[src/hw/rtl/fbal_pkg.sv]
// Shared constants, codes and the result type of the fragment bitmap allocator.
package fbal_pkg;

  localparam int DEF_MAP_FRAGS       = 4096;
  localparam int DEF_FRAGS_PER_BLOCK = 8;

  localparam int MODE_W   = 3;
  localparam int POS_W    = 12;
  localparam int CNT_W    = 4;
  localparam int STATUS_W = 2;
  localparam int FCNT_W   = 13;

  localparam logic [FCNT_W-1:0] FCNT_RESET = 13'd4096;

  localparam logic [MODE_W-1:0] MODE_ALLOC  = 3'd0;
  localparam logic [MODE_W-1:0] MODE_FREE   = 3'd1;
  localparam logic [MODE_W-1:0] MODE_FIND   = 3'd2;
  localparam logic [MODE_W-1:0] MODE_MARK_U = 3'd3;
  localparam logic [MODE_W-1:0] MODE_MARK_F = 3'd4;

  localparam logic [STATUS_W-1:0] ST_OK   = 2'd0;
  localparam logic [STATUS_W-1:0] ST_NONE = 2'd1;
  localparam logic [STATUS_W-1:0] ST_BAD  = 2'd2;

  typedef struct packed {
    logic                valid;
    logic [STATUS_W-1:0] status;
    logic [POS_W-1:0]    found;
  } res_t;

endpackage

[src/hw/rtl/fbal_ctl.sv]
// Sequencer: clearing pass, block scans and read-modify-write of the free map.
module fbal_ctl #(
  parameter int MAP_FRAGS       = fbal_pkg::DEF_MAP_FRAGS,
  parameter int FRAGS_PER_BLOCK = fbal_pkg::DEF_FRAGS_PER_BLOCK,
  parameter int AW              = 9
) (
  input  logic                          clk,
  input  logic                          rst_n,
  input  logic                          in_valid,
  output logic                          in_stall,
  input  logic [fbal_pkg::MODE_W-1:0]   in_mode,
  input  logic [fbal_pkg::POS_W-1:0]    in_position,
  input  logic [fbal_pkg::CNT_W-1:0]    in_count,
  input  logic [fbal_pkg::FCNT_W-1:0]   frag_count,
  output fbal_pkg::res_t                res,
  input  logic                          res_take,
  output logic                          mem_rd_en,
  output logic [AW-1:0]                 mem_rd_addr0,
  output logic [AW-1:0]                 mem_rd_addr1,
  input  logic [7:0]                    mem_rd_data0,
  input  logic [7:0]                    mem_rd_data1,
  output logic                          mem_wr_en,
  output logic [AW-1:0]                 mem_wr_addr,
  output logic [7:0]                    mem_wr_data
);

  localparam int MAP_WORDS = (MAP_FRAGS + 7) / 8;
  localparam int CLOG      = $clog2(MAP_FRAGS);
  localparam int FW        = ((CLOG + 2) > 14) ? (CLOG + 2) : 14;
  localparam int IW        = FW - 3;
  localparam int SH        = FW + 3;
  localparam int PWID      = FW + SH + 1;
  localparam logic [SH:0]    RECIP   = (SH+1)'(((2 ** SH) + FRAGS_PER_BLOCK - 1) / FRAGS_PER_BLOCK);
  localparam logic [FW-1:0]  FPB_F   = FW'(FRAGS_PER_BLOCK);
  localparam logic [FW-1:0]  MAP_F   = FW'(MAP_FRAGS);
  localparam logic [IW-1:0]  WORDS_I = IW'(MAP_WORDS);
  localparam logic [AW-1:0]  LAST_W  = AW'(MAP_WORDS - 1);
  localparam logic [7:0]     BMASK   = 8'((9'h1 << FRAGS_PER_BLOCK) - 9'h1);

  localparam logic [3:0] S_CLR  = 4'd0;
  localparam logic [3:0] S_IDLE = 4'd1;
  localparam logic [3:0] S_PREP = 4'd2;
  localparam logic [3:0] S_SET  = 4'd3;
  localparam logic [3:0] S_SCAN = 4'd4;
  localparam logic [3:0] S_RD   = 4'd5;
  localparam logic [3:0] S_WR0  = 4'd6;
  localparam logic [3:0] S_WR1  = 4'd7;
  localparam logic [3:0] S_DONE = 4'd8;

  logic [3:0]                        state_r;
  logic [AW-1:0]                     clr_r;
  logic [fbal_pkg::MODE_W-1:0]       mode_r;
  logic [fbal_pkg::POS_W-1:0]        pos_r;
  logic [fbal_pkg::CNT_W-1:0]        cnt_r;
  logic [FW-1:0]                     qp_r, qn_r, n_r, pref_r, cur_r;
  logic                              dir_r, pend_v_r, have_r, rv_r, need1_r;
  logic [FW-1:0]                     pend_b_r, best_r, bestd_r, found_r, rs_r;
  logic [fbal_pkg::STATUS_W-1:0]     st_r;
  logic [fbal_pkg::CNT_W-1:0]        rk_r;
  logic [7:0]                        hi_r;

  logic [FW-1:0]   pos_x, fc_x, nmin, base_c, n_c, off_c, d_c, iss_b;
  logic [PWID-1:0] prod_p, prod_n;
  logic            iss, end_iss, full, better, hit;
  logic [15:0]     win16, cat, m16, new16;
  logic [7:0]      kmask8;
  logic [3:0]      run, soff;
  logic [IW-1:0]   iss_w, rs_w, rs_w1;

  always_comb begin
    pos_x  = FW'(pos_r);
    fc_x   = FW'(frag_count);
    nmin   = (fc_x > MAP_F) ? MAP_F : fc_x;
    prod_p = PWID'(pos_x) * PWID'(RECIP);
    prod_n = PWID'(nmin) * PWID'(RECIP);
    base_c = qp_r * FPB_F;
    n_c    = qn_r * FPB_F;
    off_c  = pos_x - base_c;
  end

  // Cursor: forward from the start, then (find mode only) backward from the preference.
  always_comb begin
    iss     = 1'b0;
    iss_b   = cur_r;
    end_iss = 1'b0;
    if (!dir_r) begin
      if (cur_r < n_r) begin
        iss = 1'b1;
      end else if (mode_r != fbal_pkg::MODE_FIND) begin
        end_iss = 1'b1;
      end
    end else begin
      if (cur_r >= FPB_F) begin
        iss   = 1'b1;
        iss_b = cur_r - FPB_F;
      end else begin
        end_iss = 1'b1;
      end
    end
  end

  // Evaluation of the block whose words arrived this cycle.
  always_comb begin
    cat    = {mem_rd_data1, mem_rd_data0};
    win16  = cat >> pend_b_r[2:0];
    full   = ((win16[7:0] & BMASK) == BMASK);
    d_c    = (pend_b_r > pref_r) ? (pend_b_r - pref_r) : (pref_r - pend_b_r);
    better = full && (!have_r || (d_c < bestd_r) ||
                      ((d_c == bestd_r) && (FRAGS_PER_BLOCK < 8)));
    run  = 4'd0;
    hit  = 1'b0;
    soff = 4'd0;
    for (int i = 0; i < 8; i++) begin
      if ((i < FRAGS_PER_BLOCK) && !hit) begin
        if (win16[i]) begin
          run = run + 4'd1;
          if (run == cnt_r) begin
            hit  = 1'b1;
            soff = 4'(i + 1) - cnt_r;
          end
        end else begin
          run = 4'd0;
        end
      end
    end
    kmask8 = 8'((9'h1 << rk_r) - 9'h1);
    m16    = {8'h00, kmask8} << rs_r[2:0];
    new16  = rv_r ? (cat | m16) : (cat & ~m16);
    iss_w  = iss_b[FW-1:3];
    rs_w   = rs_r[FW-1:3];
    rs_w1  = rs_w + 1'b1;
  end

  always_comb begin
    in_stall     = (state_r != S_IDLE);
    res.valid    = (state_r == S_DONE);
    res.status   = st_r;
    res.found    = found_r[fbal_pkg::POS_W-1:0];
    mem_rd_en    = ((state_r == S_SCAN) && iss) || (state_r == S_RD);
    mem_rd_addr0 = (state_r == S_SCAN) ? iss_w[AW-1:0] : rs_w[AW-1:0];
    mem_rd_addr1 = (state_r == S_SCAN) ? AW'(iss_w + 1'b1) : rs_w1[AW-1:0];
    mem_wr_en    = 1'b0;
    mem_wr_addr  = clr_r;
    mem_wr_data  = 8'hFF;
    case (state_r)
      S_CLR: begin
        mem_wr_en = 1'b1;
      end
      S_WR0: begin
        mem_wr_en   = (rs_w < WORDS_I);
        mem_wr_addr = rs_w[AW-1:0];
        mem_wr_data = new16[7:0];
      end
      S_WR1: begin
        mem_wr_en   = need1_r;
        mem_wr_addr = rs_w1[AW-1:0];
        mem_wr_data = hi_r;
      end
      default: begin
      end
    endcase
  end

  always_ff @(posedge clk) begin
    if (!rst_n) begin
      state_r  <= S_CLR;
      clr_r    <= '0;
      pend_v_r <= 1'b0;
    end else begin
      pend_v_r <= 1'b0;
      case (state_r)
        S_CLR: begin
          clr_r <= clr_r + 1'b1;
          if (clr_r == LAST_W) begin
            state_r <= S_IDLE;
          end
        end
        S_IDLE: begin
          if (in_valid) begin
            mode_r  <= in_mode;
            pos_r   <= in_position;
            cnt_r   <= in_count;
            found_r <= '0;
            st_r    <= fbal_pkg::ST_OK;
            state_r <= S_PREP;
          end
        end
        S_PREP: begin
          qp_r    <= prod_p[SH +: FW];
          qn_r    <= prod_n[SH +: FW];
          state_r <= S_SET;
        end
        S_SET: begin
          n_r    <= n_c;
          pref_r <= (base_c > n_c) ? '0 : base_c;
          dir_r  <= 1'b0;
          have_r <= 1'b0;
          case (mode_r)
            fbal_pkg::MODE_ALLOC: begin
              cur_r   <= '0;
              state_r <= S_SCAN;
            end
            fbal_pkg::MODE_FREE: begin
              rs_r    <= base_c;
              rk_r    <= 4'(FRAGS_PER_BLOCK);
              rv_r    <= 1'b1;
              state_r <= S_RD;
            end
            fbal_pkg::MODE_FIND: begin
              if ((cnt_r == 4'd0) || (FW'(cnt_r) > FPB_F)) begin
                st_r    <= fbal_pkg::ST_BAD;
                state_r <= S_DONE;
              end else begin
                cur_r   <= (base_c > n_c) ? '0 : base_c;
                state_r <= S_SCAN;
              end
            end
            fbal_pkg::MODE_MARK_U, fbal_pkg::MODE_MARK_F: begin
              if ((FW'(cnt_r) > FPB_F) || ((off_c + FW'(cnt_r)) > FPB_F)) begin
                st_r    <= fbal_pkg::ST_BAD;
                state_r <= S_DONE;
              end else if (cnt_r == 4'd0) begin
                state_r <= S_DONE;
              end else begin
                rs_r    <= pos_x;
                rk_r    <= cnt_r;
                rv_r    <= (mode_r == fbal_pkg::MODE_MARK_F);
                state_r <= S_RD;
              end
            end
            default: begin
              state_r <= S_DONE;
            end
          endcase
        end
        S_SCAN: begin
          pend_v_r <= iss;
          pend_b_r <= iss_b;
          if (iss) begin
            cur_r <= dir_r ? iss_b : (cur_r + FPB_F);
          end else if (!dir_r && !end_iss) begin
            dir_r <= 1'b1;
            cur_r <= pref_r;
          end
          if (pend_v_r && (mode_r == fbal_pkg::MODE_FIND) && hit) begin
            found_r <= pend_b_r + FW'(soff);
            state_r <= S_DONE;
          end else if (pend_v_r && (mode_r == fbal_pkg::MODE_ALLOC) && better) begin
            have_r  <= 1'b1;
            best_r  <= pend_b_r;
            bestd_r <= d_c;
          end else if (!pend_v_r && end_iss) begin
            if ((mode_r == fbal_pkg::MODE_ALLOC) && have_r) begin
              found_r <= best_r;
              rs_r    <= best_r;
              rk_r    <= 4'(FRAGS_PER_BLOCK);
              rv_r    <= 1'b0;
              state_r <= S_RD;
            end else begin
              st_r    <= fbal_pkg::ST_NONE;
              state_r <= S_DONE;
            end
          end
        end
        S_RD: begin
          state_r <= S_WR0;
        end
        S_WR0: begin
          hi_r    <= new16[15:8];
          need1_r <= (m16[15:8] != 8'h00) && (rs_w1 < WORDS_I);
          state_r <= S_WR1;
        end
        S_WR1: begin
          state_r <= S_DONE;
        end
        S_DONE: begin
          if (res_take) begin
            state_r <= S_IDLE;
          end
        end
        default: begin
          state_r <= S_IDLE;
        end
      endcase
    end
  end

  a_no_write_in_scan: assert property (@(posedge clk) disable iff (!rst_n)
    (state_r == S_SCAN) |-> !mem_wr_en)
    else $error("map written during a scan");

  a_pend_follows_read: assert property (@(posedge clk) disable iff (!rst_n)
    pend_v_r |-> $past(mem_rd_en))
    else $error("block evaluated without a read");

  a_found_zero_on_fail: assert property (@(posedge clk) disable iff (!rst_n)
    ((state_r == S_DONE) && (st_r != fbal_pkg::ST_OK)) |-> (found_r == '0))
    else $error("position reported on a failed request");

endmodule

[config.mk]
export PLATFORM = sky130hd
export DESIGN_NAME = fbal_ctl
export DESIGN_NICKNAME = d
export VERILOG_FILES = /design/src/hw/rtl/fbal_pkg.sv /design/src/hw/rtl/fbal_ctl.sv
export SDC_FILE = /design/constraint.sdc
export NUM_CORES = 1
export LEC_CHECK = 0
export ABC_AREA = 0
export BUFFER_PORTS_ARGS = -buffer_cell sky130_fd_sc_hd__buf_2
export CAP_MARGIN = 0
export CORE_MARGIN = 4
export CORE_UTILIZATION = 60
export CTS_BUF_LIST = sky130_fd_sc_hd__clkbuf_16
export CTS_CLUSTER_SIZE = 8
export DETAILED_ROUTE_END_ITERATION = 12
export HOLD_SLACK_MARGIN = 0.1
export PLACE_DENSITY = 0.9
export RECOVER_POWER = 25
export SLEW_MARGIN = 20
export SYNTH_ARGS = -nofsm -noshare
export SYNTH_HDL_FRONTEND = slang
export SYNTH_SLANG_ARGS = --single-unit
export TNS_END_PERCENT = 20
[constraint.sdc]
create_clock -name clk -period 9.5 [get_ports clk]
set_input_delay 2.85 -clock clk [delete_from_list [all_inputs] [get_ports clk]]
set_output_delay 2.85 -clock clk [all_outputs]
set_load 0.02 [all_outputs]
# Word-level counts from Yosys, hierarchy flattened

Index checks and enable logic that the tools add are counted.

Multipliers: 0
Add/subtract/negate cells: 26
$lt $le $gt $ge: 10
Divide/modulo/power cells: 0
Shift-type cells: 3
Reductions and logical operators: 39
Bitwise operators: 4
Equal/unequal tests: 47
Mux-type cells: 136

Operators with widths:

| cell                 | number |
|---|---|
| $mux 4               | 51 |
| $mux 14              | 13 |
| $pmux 14 s2          | 4 |
| $mux 1               | 41 |
| $mux 12              | 3 |
| $pmux 4 s9           | 1 |
| $add 4x1->4 const B  | 7 |
| $eq 4x4->1           | 7 |
| $lt 14x14->1         | 2 |
| $sub 14x14->14       | 2 |
| $ne 3x3->1 const B   | 8 |
| $pmux 12 s2          | 1 |
| $lt 11x10->1 const B | 2 |
| $add 9x1->9 const B  | 2 |
| $mux 9               | 2 |
| $pmux 9 s2           | 1 |
| $and 16x16->16       | 1 |
| $eq 4x3->1 const B   | 4 |
| $mux 16              | 1 |
| $not 16->16          | 1 |
| $or 16x16->16        | 1 |
| $pmux 4 s2           | 2 |
| $pmux 4 s4           | 1 |
| $pmux 8 s2           | 1 |
| 56 further kinds     | 106 |

Bits in registers: 178
Memories: 0
Memory bits (writable): 0
Bits in latches: 0
Logic and storage cells: 289
Input bits: 52
Memory bits (read-only): 0
Output and inout bits: 53

# Depth between registers and ports, before layout

Gate-level depths: netlist of run 1.

Word-level depth: 28
Depth in mapped cells: 36
Gate-level depth less buffers: 34

# Worst setup path after synthesis of run 1

No wires, ideal clock.

Path type: input-to-reg
Start point: input port mem_rd_data0[0]
End point: register found_r[8], data pin
Stages: 28
Arrival time: 8723 ps
Setup time: 258 ps
Path slack: 520 ps
Cell sequence: buf_6 -> and3b_1 -> o211ai_4 -> o41ai_4 -> and3b_1 -> o21ai_0 -> a21oi_1 -> ha_1 -> xor2_1 -> or4b_1 -> a21oi_2 -> o221a_1 -> o311a_1 -> inv_1 -> ha_1 -> o31ai_1 -> or4b_1 -> a21boi_2 -> xnor3_1 -> nor4_4 -> mux2_2 -> o21ai_0 -> ha_1 -> inv_1 -> o211ai_1 -> nand3_1 -> xnor2_1 -> a21oi_2

Word-level cells in the longest chain between the ends: 28
Elaborated cells between the ends (all ways): 76
Classes of those cells: add/sub: 8; eq/ne: 7; shift: 1; mux: 59; reduce/logical: 1

RTL lines:

| what                                                      | line                             | RTL |
|---|---|---|
| start, declared                                           | fbal_ctl.sv:20                   | `input logic [7:0] mem_rd_data0,` |
| $shr 16x3->8 (*)                                          | fbal_ctl.sv:105                  | `win16 = cat >> pend_b_r[2:0];` |
| $mux 1                                                    | fbal_ctl.sv:115                  | `if (win16[i]) begin` |
| $add 4x1->4                                               | fbal_ctl.sv:116                  | `run = run + 4'd1;` |
| $mux 4 / $eq 4x4->1 (equally long branches)               | fbal_ctl.sv:115, fbal_ctl.sv:117 |  |
| $mux 4 (tied with other cells)                            | fbal_ctl.sv:114                  | `if ((i < FRAGS_PER_BLOCK) && !hit) begin` |
| $add 4x1->4 (tied with other cells)                       | fbal_ctl.sv:116                  |  |
| $mux 4 (tied with other cells)                            | fbal_ctl.sv:115                  |  |
| $mux 4 (tied with other cells)                            | fbal_ctl.sv:114                  |  |
| (+12 left out)                                            | -                                |  |
| $add 4x1->4 / $mux 4 (equally long branches)              | fbal_ctl.sv:116, fbal_ctl.sv:115 |  |
| $eq 4x4->1 / $mux 4 (equally long branches)               | fbal_ctl.sv:117, fbal_ctl.sv:114 |  |
| $mux 4 / $mux 1 (equally long branches)                   | fbal_ctl.sv:117                  | `if (run == cnt_r) begin` |
| $mux 4 / $mux 1 (equally long branches)                   | fbal_ctl.sv:115                  |  |
| $mux 4 / $mux 1 (equally long branches)                   | fbal_ctl.sv:114                  |  |
| $add 12x4->12 / $logic_and 1x1->1 (equally long branches) | fbal_ctl.sv:246, fbal_ctl.sv:245 |  |
| $mux 12 (*)                                               | fbal_ctl.sv:245                  | `if (pend_v_r && (mode_r == fbal_pkg::MODE_FIND) && hit) begin` |
| $pmux 12 s2 (*)                                           | fbal_ctl.sv:171                  | `case (state_r)` |
| end signal, assigned                                      | fbal_ctl.sv:246                  | `found_r <= pend_b_r + FW'(soff);` |
| end signal, assigned                                      | fbal_ctl.sv:254                  | `found_r <= best_r;` |
| end, declared                                             | fbal_ctl.sv:57                   | `logic [FW-1:0] pend_b_r, best_r, bestd_r, found_r, rs_r;` |

Every way passes the cells marked *; elsewhere a longest branch is shown, timed or not.
A chain may end at the register's enable or synchronous reset.

# Final worst setup path of run 1

Start point: input port mem_rd_data0[0]
End point: register found_r[6], data pin

Same word-level chain as after synthesis.

==> metrics.md, run 1 <==
| Metric | Value |
|---|---|
| Cell family with most CP delay | `compound AO/OA/AOI/OAI gates` |
| Core region area | `0.0203 mm2` |
| Final setup fails | `0` |
| Clock slew at reported path FFs | `0.07 ns` |
| Commonest non-fill, non-tap cell in the layout | `edfxtp_1` |
| Slew @ Worst Pin | `between 2 and 3 ns` |
| Setup_tns | `0 ns` |
| Mapped Cells | `approximately 1,300` |
| #FFs+latches synth | `160` |
| Worst skew pair latency | `0.44 ns` |
| Most frequent cells in the layout | `146 x edfxtp_1, 129 x nand2_1, 109 x inv_1, 99 x buf_2, 92 x nor2_1` |
| Crit path required time | `between 9 and 10 ns` |
| Clk buf depth | `2` |
| DRC violations left | `0` |
| Crit-path max cell delay | `0.56 ns` |
| Final hold violations | `0` |
| Ys async rst share | `0%` |
| Multi-input logic area | `0.00707 mm2` |
| Synth Flop Type | `edfxtp_1` |
| Mapped cell area | `between 0.01 and 0.015 mm2` |
| Clk sinks | `160` |
| Slowest cell on crit path | `or4b_1` |
| Logic gate share of total power | `5.6%` |
| Port bufs | `approximately 100` |
| Clock power share | `between 40% and 50%` |
| FF-to-FF End | `found_r[6]$_SDFFCE_PN0P_` |
| Placed Area | `around 0.013 mm2` |
| P_sw | `332 uW` |
| Initial antenna violation count | `0` |
| DR WL/cell | `~19 um` |
| Pwr/cell area | `between 100 and 150 mW/mm2` |
| Placed wire-length estimate | `roughly 24,000 um` |
| Post-layout min period | `9.15 ns` |
| Final WS setup | `roughly 0.35 ns` |
| Chip Height | `152 um` |
| GRT overflow | `0` |
| Crit path arrival time | `~9.4 ns` |
| Hold Path End | `n_r[9]$_DFFE_PP_` |
| R2R Setup Slk | `1.37 ns` |
| Synth cell types | `99` |
| Root Driver | `clkbuf_16` |
| First-pass GRT wire length | `52,300 um` |
| Die area | `0.0230 mm2` |
| GRT Total Usage | `around 29%` |
| Detailed Routing Iterations Pass 1 | `6` |
| Buffers & Inverters on Critical Path | `3` |
| EDFF count, synth | `between 100 and 150` |
| H-Tree Level Count | `4` |
| WHS Path Cells | `0` |
| Period utilization | `96.3%` |
| Worst VDD drop | `131 uV` |
| Avg Cell Area, Syn | `about 9 um2` |
| Int Pwr | `1170 uW` |
| Vias per inst | `approximately 6.3` |
| Io pins | `~110` |
| CTS tree | `done` |
| Layout cells sized above 1 | `between 10% and 20%` |
| Switching share of power | `22.1%` |
| Flop pwr share | `50.8%` |
| Die width | `approximately 150 um` |
| Hold path startpoint | `qn_r[6]$_SDFFCE_PN0P_` |
| Vias in the first global route | `just over 10,000` |
| Vias | `between 10,000 and 15,000` |
| Synth-to-layout area growth | `11.0%` |
| DRT iter0 DRCs | `1,263` |
| Starting Density | `61.1%` |
| RSZ-0062 raised after global routing | `false` |
| Crit path capture type | `register` |
| Rel. slew slack | `-67.5%` |
| Crit path launch type | `input pin` |
| Leakage power | `between 0.005 and 0.006 uW` |
| Fillers | `~1,600` |
| YS warnings | `0` |
| # Max-Cap Violations | `1` |
| CTS Buf Count | `17` |
| Failing checks | `max-capacitance violations, max-slew violations` |
| Rows | `52` |
| HP Class | `reg -> reg` |
| Final WL | `32,800 um` |
| Setup CP Type | `in -> reg` |
| Worst r2r src | `cnt_r[1]$_DFFE_PP_` |
| Fmax | `about 110 MHz` |
| Pre-CTS WS | `-0.111 ns` |
| Number of nets in the layout | `~1,600` |
| Antenna Nets Post-Route | `0` |
| Post-route cell area | `approximately 0.014 mm2` |
| Skew final | `between 0.008 and 0.009 ns` |
| Run status | `complete, but fails checks` |
| Final slew viol count | `57` |
| CP Max Fanout | `12` |
| Cells on worst reg2reg path | `29` |
| Post-synthesis sequential area ratio | `between 30% and 40%` |
| Largest net degree at the start of global routing | `57` |
| GPL Wtd Cong | `approximately 0.94` |
| Register area | `around 0.0047 mm2` |
==> synthesized netlist by cell type, types with 4 or more instances <==
cell	count	share of area (%)
a2111o_1	4	0.36
a2111oi_0	5	0.35
a211o_1	5	0.35
a211oi_1	11	0.67
a211oi_2	4	0.40
a21boi_0	6	0.36
a21o_1	17	1.0
a21oi_1	71	2.9
a21oi_2	5	0.35
a31oi_1	6	0.30
and2_1	21	1.1
and3_1	27	1.4
buf_1	4	0.12
buf_2	5	0.20
buf_4	4	0.24
clkbuf_1	44	1.3
dfxtp_1	14	2.3
edfxtp_1	146	35
ha_1	86	8.7
inv_1	104	3.1
mux2_2	19	1.7
mux2i_1	29	2.3
nand2_1	130	3.9
nand2b_1	19	0.96
nand3_1	26	1.0
nand3b_1	7	0.42
nand4_1	20	1.0
nor2_1	92	2.8
nor2b_1	28	1.4
nor3_1	30	1.2
nor3b_1	4	0.24
nor4_1	14	0.71
o211ai_1	13	0.79
o21a_1	14	0.85
o21ai_0	92	3.7
o21ai_1	6	0.24
o21bai_1	5	0.30
o31a_1	4	0.28
o31ai_1	7	0.42
or3_1	12	0.61
xnor2_1	50	3.5
xor2_1	42	3.0
==> layer usage <==
layer | part of all wire [%] | track usage [%] | vias up
met4 | 2.9 | 10.3 | 0
li1 | - | - | 5036
met2 | 46 | 45.8 | 640
met1 | 40 | 39.6 | 5091
met5 | 0 | 0 | -
met3 | 11 | 5.59 | 98
==> power groups by stage <==
stage / Sequential, uW / Combinational [uW] / Clock [uW]
final: 762 / 84.0 / 654
after global routing: 761 / 91.3 / 688
after CTS: 761 / 81.8 / 656
after detailed placement: 776 / 80.7 / 0
after global placement: 776 / 77.9 / 0
after floorplan: 776 / 52.5 / 0
==> through the flow <==
step	cells	total power (uW)	hold WS, ns	util [%]
finish	1717	1500	0.448	67.8
global route	1716	1540	0.457	67.7
CTS	1715	1500	0.450	67.8
detailed placement	1683	857	0.435	65.1
global placement	1683	854	0.436	65.1
floorplan	1343	829	0.426	-
==> state kept, by name, indices dropped and copies added, names as in the netlist, 3 cells and up <==
signal and flops:
rs_r 14, bestd_r 12, found_r 12, pos_r 12, best_r 11, cur_r 11
pend_b_r 11, n_r 10, qn_r 10, clr_r 9, pref_r 9, qp_r 9
hi_r 8, cnt_r 4, rk_r 4, state_r 4, mode_r 3
==> cells by family after synthesis <==
| family | Yosys count | synth area share, % |
|---|---|---|
| AOI/OAI and AO/OA | 318 | 17.4 |
| DFF | 160 | 37.6 |
| muxes | 48 | 4.07 |
| xor gates and xnor gates | 94 | 6.86 |
| adders and majority gates | 89 | 9.17 |
| other | 2 | 0.0606 |
| buffers and inverters | 169 | 5.50 |
| and+or+nand+nor | 460 | 19.3 |
==> repair_timing <==
item	in CTS	in global routing
resized for setup	0	3
setup endpoints to repair	0	3
setup buffers	0	1
hold endpoints to repair	0	0
hold buffers	0	0
==> area by class of cell <==
cell class,count,area share [%]
antenna,1,0.0182
tap,270,2.46
clock inverter,14,0.719
clock buffer,18,3.27
timing repair buffer,131,5.21
inverter,109,2.97
multi-input combinational,1014,51.4
sequential,160,33.9
==> worst max path at each step <==
| stage | endpoint | depth (start not counted) | slack [ns] | from |
|---|---|---|---|---|
| floorplan | found_r[8]$_SDFFCE_PN0P_ | 28 | 0.52 | mem_rd_data0[0] |
| global placement | found_r[6]$_SDFFCE_PN0P_ | 29 | 0.03 | mem_rd_data0[0] |
| detailed placement | found_r[8]$_SDFFCE_PN0P_ | 29 | -0.11 | mem_rd_data0[0] |
| CTS | found_r[8]$_SDFFCE_PN0P_ | 29 | 0.36 | mem_rd_data0[0] |
| global route | found_r[10]$_SDFFCE_PN0P_ | 32 | 0.001 | mem_rd_data0[0] |
| finish | found_r[6]$_SDFFCE_PN0P_ | 29 | 0.35 | mem_rd_data0[0] |
==> worst register-to-register path, delay by kind of cell, from the launching register on <==
kind                       cells  cell delay (ns)
muxes                          3             0.77
AOI/OAI and AO/OA             10             2.01
and+or+nand+nor                6             2.01
xor gates and xnor gates       3             0.70
buffers and inverters          3             0.39
DFF                            1             0.95
adders and majority gates      4             1.12
Power figures use the tool's default switching activity.
==> inputs of run 2 (changes only) <==
--- a/config.mk
+++ b/config.mk
@@ -14,7 +14,7 @@
 export CTS_CLUSTER_SIZE = 8
 export DETAILED_ROUTE_END_ITERATION = 12
 export HOLD_SLACK_MARGIN = 0.1
-export PLACE_DENSITY = 0.9
+export PLACE_DENSITY_LB_ADDON = 0.05
 export RECOVER_POWER = 25
 export SLEW_MARGIN = 20
 export SYNTH_ARGS = -nofsm -noshare
==> metrics.md, run 2 (synthesis results as in run 1) <==
| Metric | Value |
|---|---|
| Synth-to-layout area growth | `12.1%` |
| Placed Area | `0.0132 mm2 (+0.18%)` |
| HP Class | `reg -> reg` |
| Switching share of power | `21.6% (-0.54 points)` |
| Initial antenna violation count | `0 (unchanged)` |
| Global routing's busiest layer | `met2` |
| Largest register FFs | `14 (unchanged)` |
| Worst skew pair latency | `0.43 ns (about the same)` |
| Fillers | `1,688 (+6.1%)` |
| DR WL/cell | `18.5 um (-3.5%)` |
| Crit path arrival time | `9.26 ns (-0.14 ns)` |
| Setup CP Type | `in -> reg` |
| CP most frequent cell | `ha_1` |
| Root Driver | `clkbuf_16` |
| Int Pwr | `1270 uW (+8.9%)` |
| Run status | `complete, but fails checks` |
| Layout cells sized above 1 | `14.9% (+0.34 points)` |
| Hold_ws | `0.456 ns (+0.00735 ns)` |
| Setup_tns | `0 ns (unchanged)` |
| Die area | `0.0230 mm2 (unchanged)` |
| Logic gate share of total power | `5.1% (-0.5 points)` |
| Die width | `152 um (unchanged)` |
| Crit path launch type | `input pin` |
| Fmax | `110 MHz (+0.66%)` |
| Fin cells | `1,718 (+0.058%)` |
| Io pins | `105 (unchanged)` |
| Final setup fails | `0 (unchanged)` |
| Register area | `0.00466 mm2 (unchanged)` |
| RSZ-0062 raised after global routing | `false` |
| Failing checks | `max-capacitance violations, max-slew violations` |
| Period utilization | `95.7% (-0.63 points)` |
| Commonest non-fill, non-tap cell in the layout | `edfxtp_1` |
| Clk sinks | `160 (unchanged)` |
| Crit path capture type | `register` |
| Final slew viol count | `100 (+75%)` |
| Vias per inst | `5.99 (-5.3%)` |
| Worst VDD drop | `108 uV (-18%)` |
| Flop pwr share | `46.9% (-3.9 points)` |
| Placed wire-length estimate | `23,900 um (-2.0%)` |
| Slowest cell on crit path | `or4b_1` |
| Crit path required time | `9.67 ns (-0.08 ns)` |
| Pwr/cell area | `117 mW/mm2 (+7.1%)` |
| Core region area | `0.0203 mm2 (unchanged)` |
| First-pass GRT wire length | `49,900 um (-4.6%)` |
| GRT Total Usage | `27.8% (-1.0 points)` |
| Rel. slew slack | `-71.9% (-4.4 points)` |
| Clock power share | `48.0% (+4.4 points)` |
| Rows | `52 (unchanged)` |
| Final hold violations | `0 (unchanged)` |
| # Max-Cap Violations | `2 (+1)` |
| Final WL | `31,700 um (-3.4%)` |
| CP Max Fanout | `12 (unchanged)` |
| Met3 Usage GRT | `5.29% (-0.30 points)` |
| Antenna Nets Post-Route | `0 (unchanged)` |
| H-Tree Level Count | `4 (unchanged)` |
| Leakage power | `0.00571 uW (+0.53%)` |
| Post-CTS Hold Buffers | `0 (unchanged)` |
| Multi-input logic area | `0.00708 mm2 (about the same)` |
| Post-route cell area | `0.0139 mm2 (+0.99%)` |
| Cells on worst reg2reg path | `32 (+10%)` |
| Chip Height | `152 um (unchanged)` |
| Skew final | `0.0119 ns (+0.00369 ns)` |
| Most flops, register | `rs_r` |
| DRT iter0 DRCs | `929 (-26%)` |
| Most frequent cells in the layout | `146 x edfxtp_1, 130 x nand2_1, 104 x inv_1, 99 x buf_2` |
| Post-layout min period | `9.09 ns (-0.0597 ns)` |
| GRT overflow | `0 (unchanged)` |
| Slew @ Worst Pin | `2.58 ns (+0.0662 ns)` |
| Clock slew at reported path FFs | `0.07 ns (about the same)` |
| WHS Path Cells | `0 (unchanged)` |
| CTS tree | `done` |
| Number of nets in the layout | `1,575 (+0.064%)` |
| Placed Instances | `1,684 (+0.059%)` |
| Largest net degree at the start of global routing | `57 (unchanged)` |
| Crit-path max cell delay | `0.56 ns (about the same)` |
| Port bufs | `101 (unchanged)` |
| GPL Wtd Cong | `0.940 (-0.48%)` |
| Vias | `10,294 (-5.3%)` |
| Detailed Routing Iterations Pass 1 | `7 (+1)` |
| GR Layer Usage met1 | `41.1% (+1.5 points)` |
| Clk buf depth | `2 (unchanged)` |
| Starting Density | `61.1% (unchanged)` |
| Vias in the first global route | `9,514 (-6.1%)` |
| P_sw | `351 uW (+5.6%)` |
| DRC violations left | `0 (unchanged)` |
| Final Power | `1620 uW (+8.2%)` |
| Routing usage on met2 | `41.8% (-4.0 points)` |
| CTS Buf Count | `17 (unchanged)` |
-- run 2: layout make-up --
class | instances | share of cell area (%)
diodes | 1 | 0.0180
inverters | 109 | 2.95
multi-input cells | 1014 | 51.0
flip-flops and latches | 160 | 33.6
repair buffers | 132 | 5.28
clock inverters | 15 | 1.73
clock buffers | 17 | 3.06
well taps | 270 | 2.43
-- run 2: final timing paths --
kind / from / end / slack, ns
min: qn_r[6]$_SDFFCE_PN0P_ / n_r[9]$_DFFE_PP_ / 0.46
min reg2reg: qn_r[6]$_SDFFCE_PN0P_ / n_r[9]$_DFFE_PP_ / 0.46
max reg2reg: cnt_r[1]$_DFFE_PP_ / found_r[10]$_SDFFCE_PN0P_ / 1.44
max: mem_rd_data0[2] / found_r[10]$_SDFFCE_PN0P_ / 0.41
-- run 2: repair_timing --
item                       in CTS  in global routing
setup buffers                   0                  1
setup endpoints to repair       0                  3
gates resized for setup         0                  1
-- run 2: worst max-delay path: cells and delay by family --
kind / cells / cell delay, ns
AOI/OAI and AO/OA: 9 / 1.76
xor gates and xnor gates: 3 / 0.59
adders and majority gates: 4 / 1.10
buffers and inverters: 3 / 0.36
muxes: 4 / 0.89
and+or+nand+nor: 8 / 1.72
-- run 2: metrics by stage --
step | setup slack (ns) | utilization (%)
after floorplan | 0.520 | -
after global placement | 0.0695 | 65.2
after detailed placement | -0.0119 | 65.2
after CTS | 0.424 | 68.4
after global routing | 0.00173 | 68.4
final | 0.411 | 68.4
-- run 2: layer usage --
| layer | routed length, um | share of wire, % |
|---|---|---|
| met5 | 0 | 0 |
| met4 | 614 | 1.9 |
| met3 | 2870 | 9.0 |
| met2 | 13800 | 44 |
| met1 | 14400 | 45 |
-- run 2: power groups by stage --
stage,Sequential (uW),Clock [uW],Combinational [uW]
after CTS,761,788,81.5
after global routing,761,821,90.5
after global placement,776,0,79.1
after floorplan,776,0,52.5
after detailed placement,776,0,81.0
final,761,778,83.0
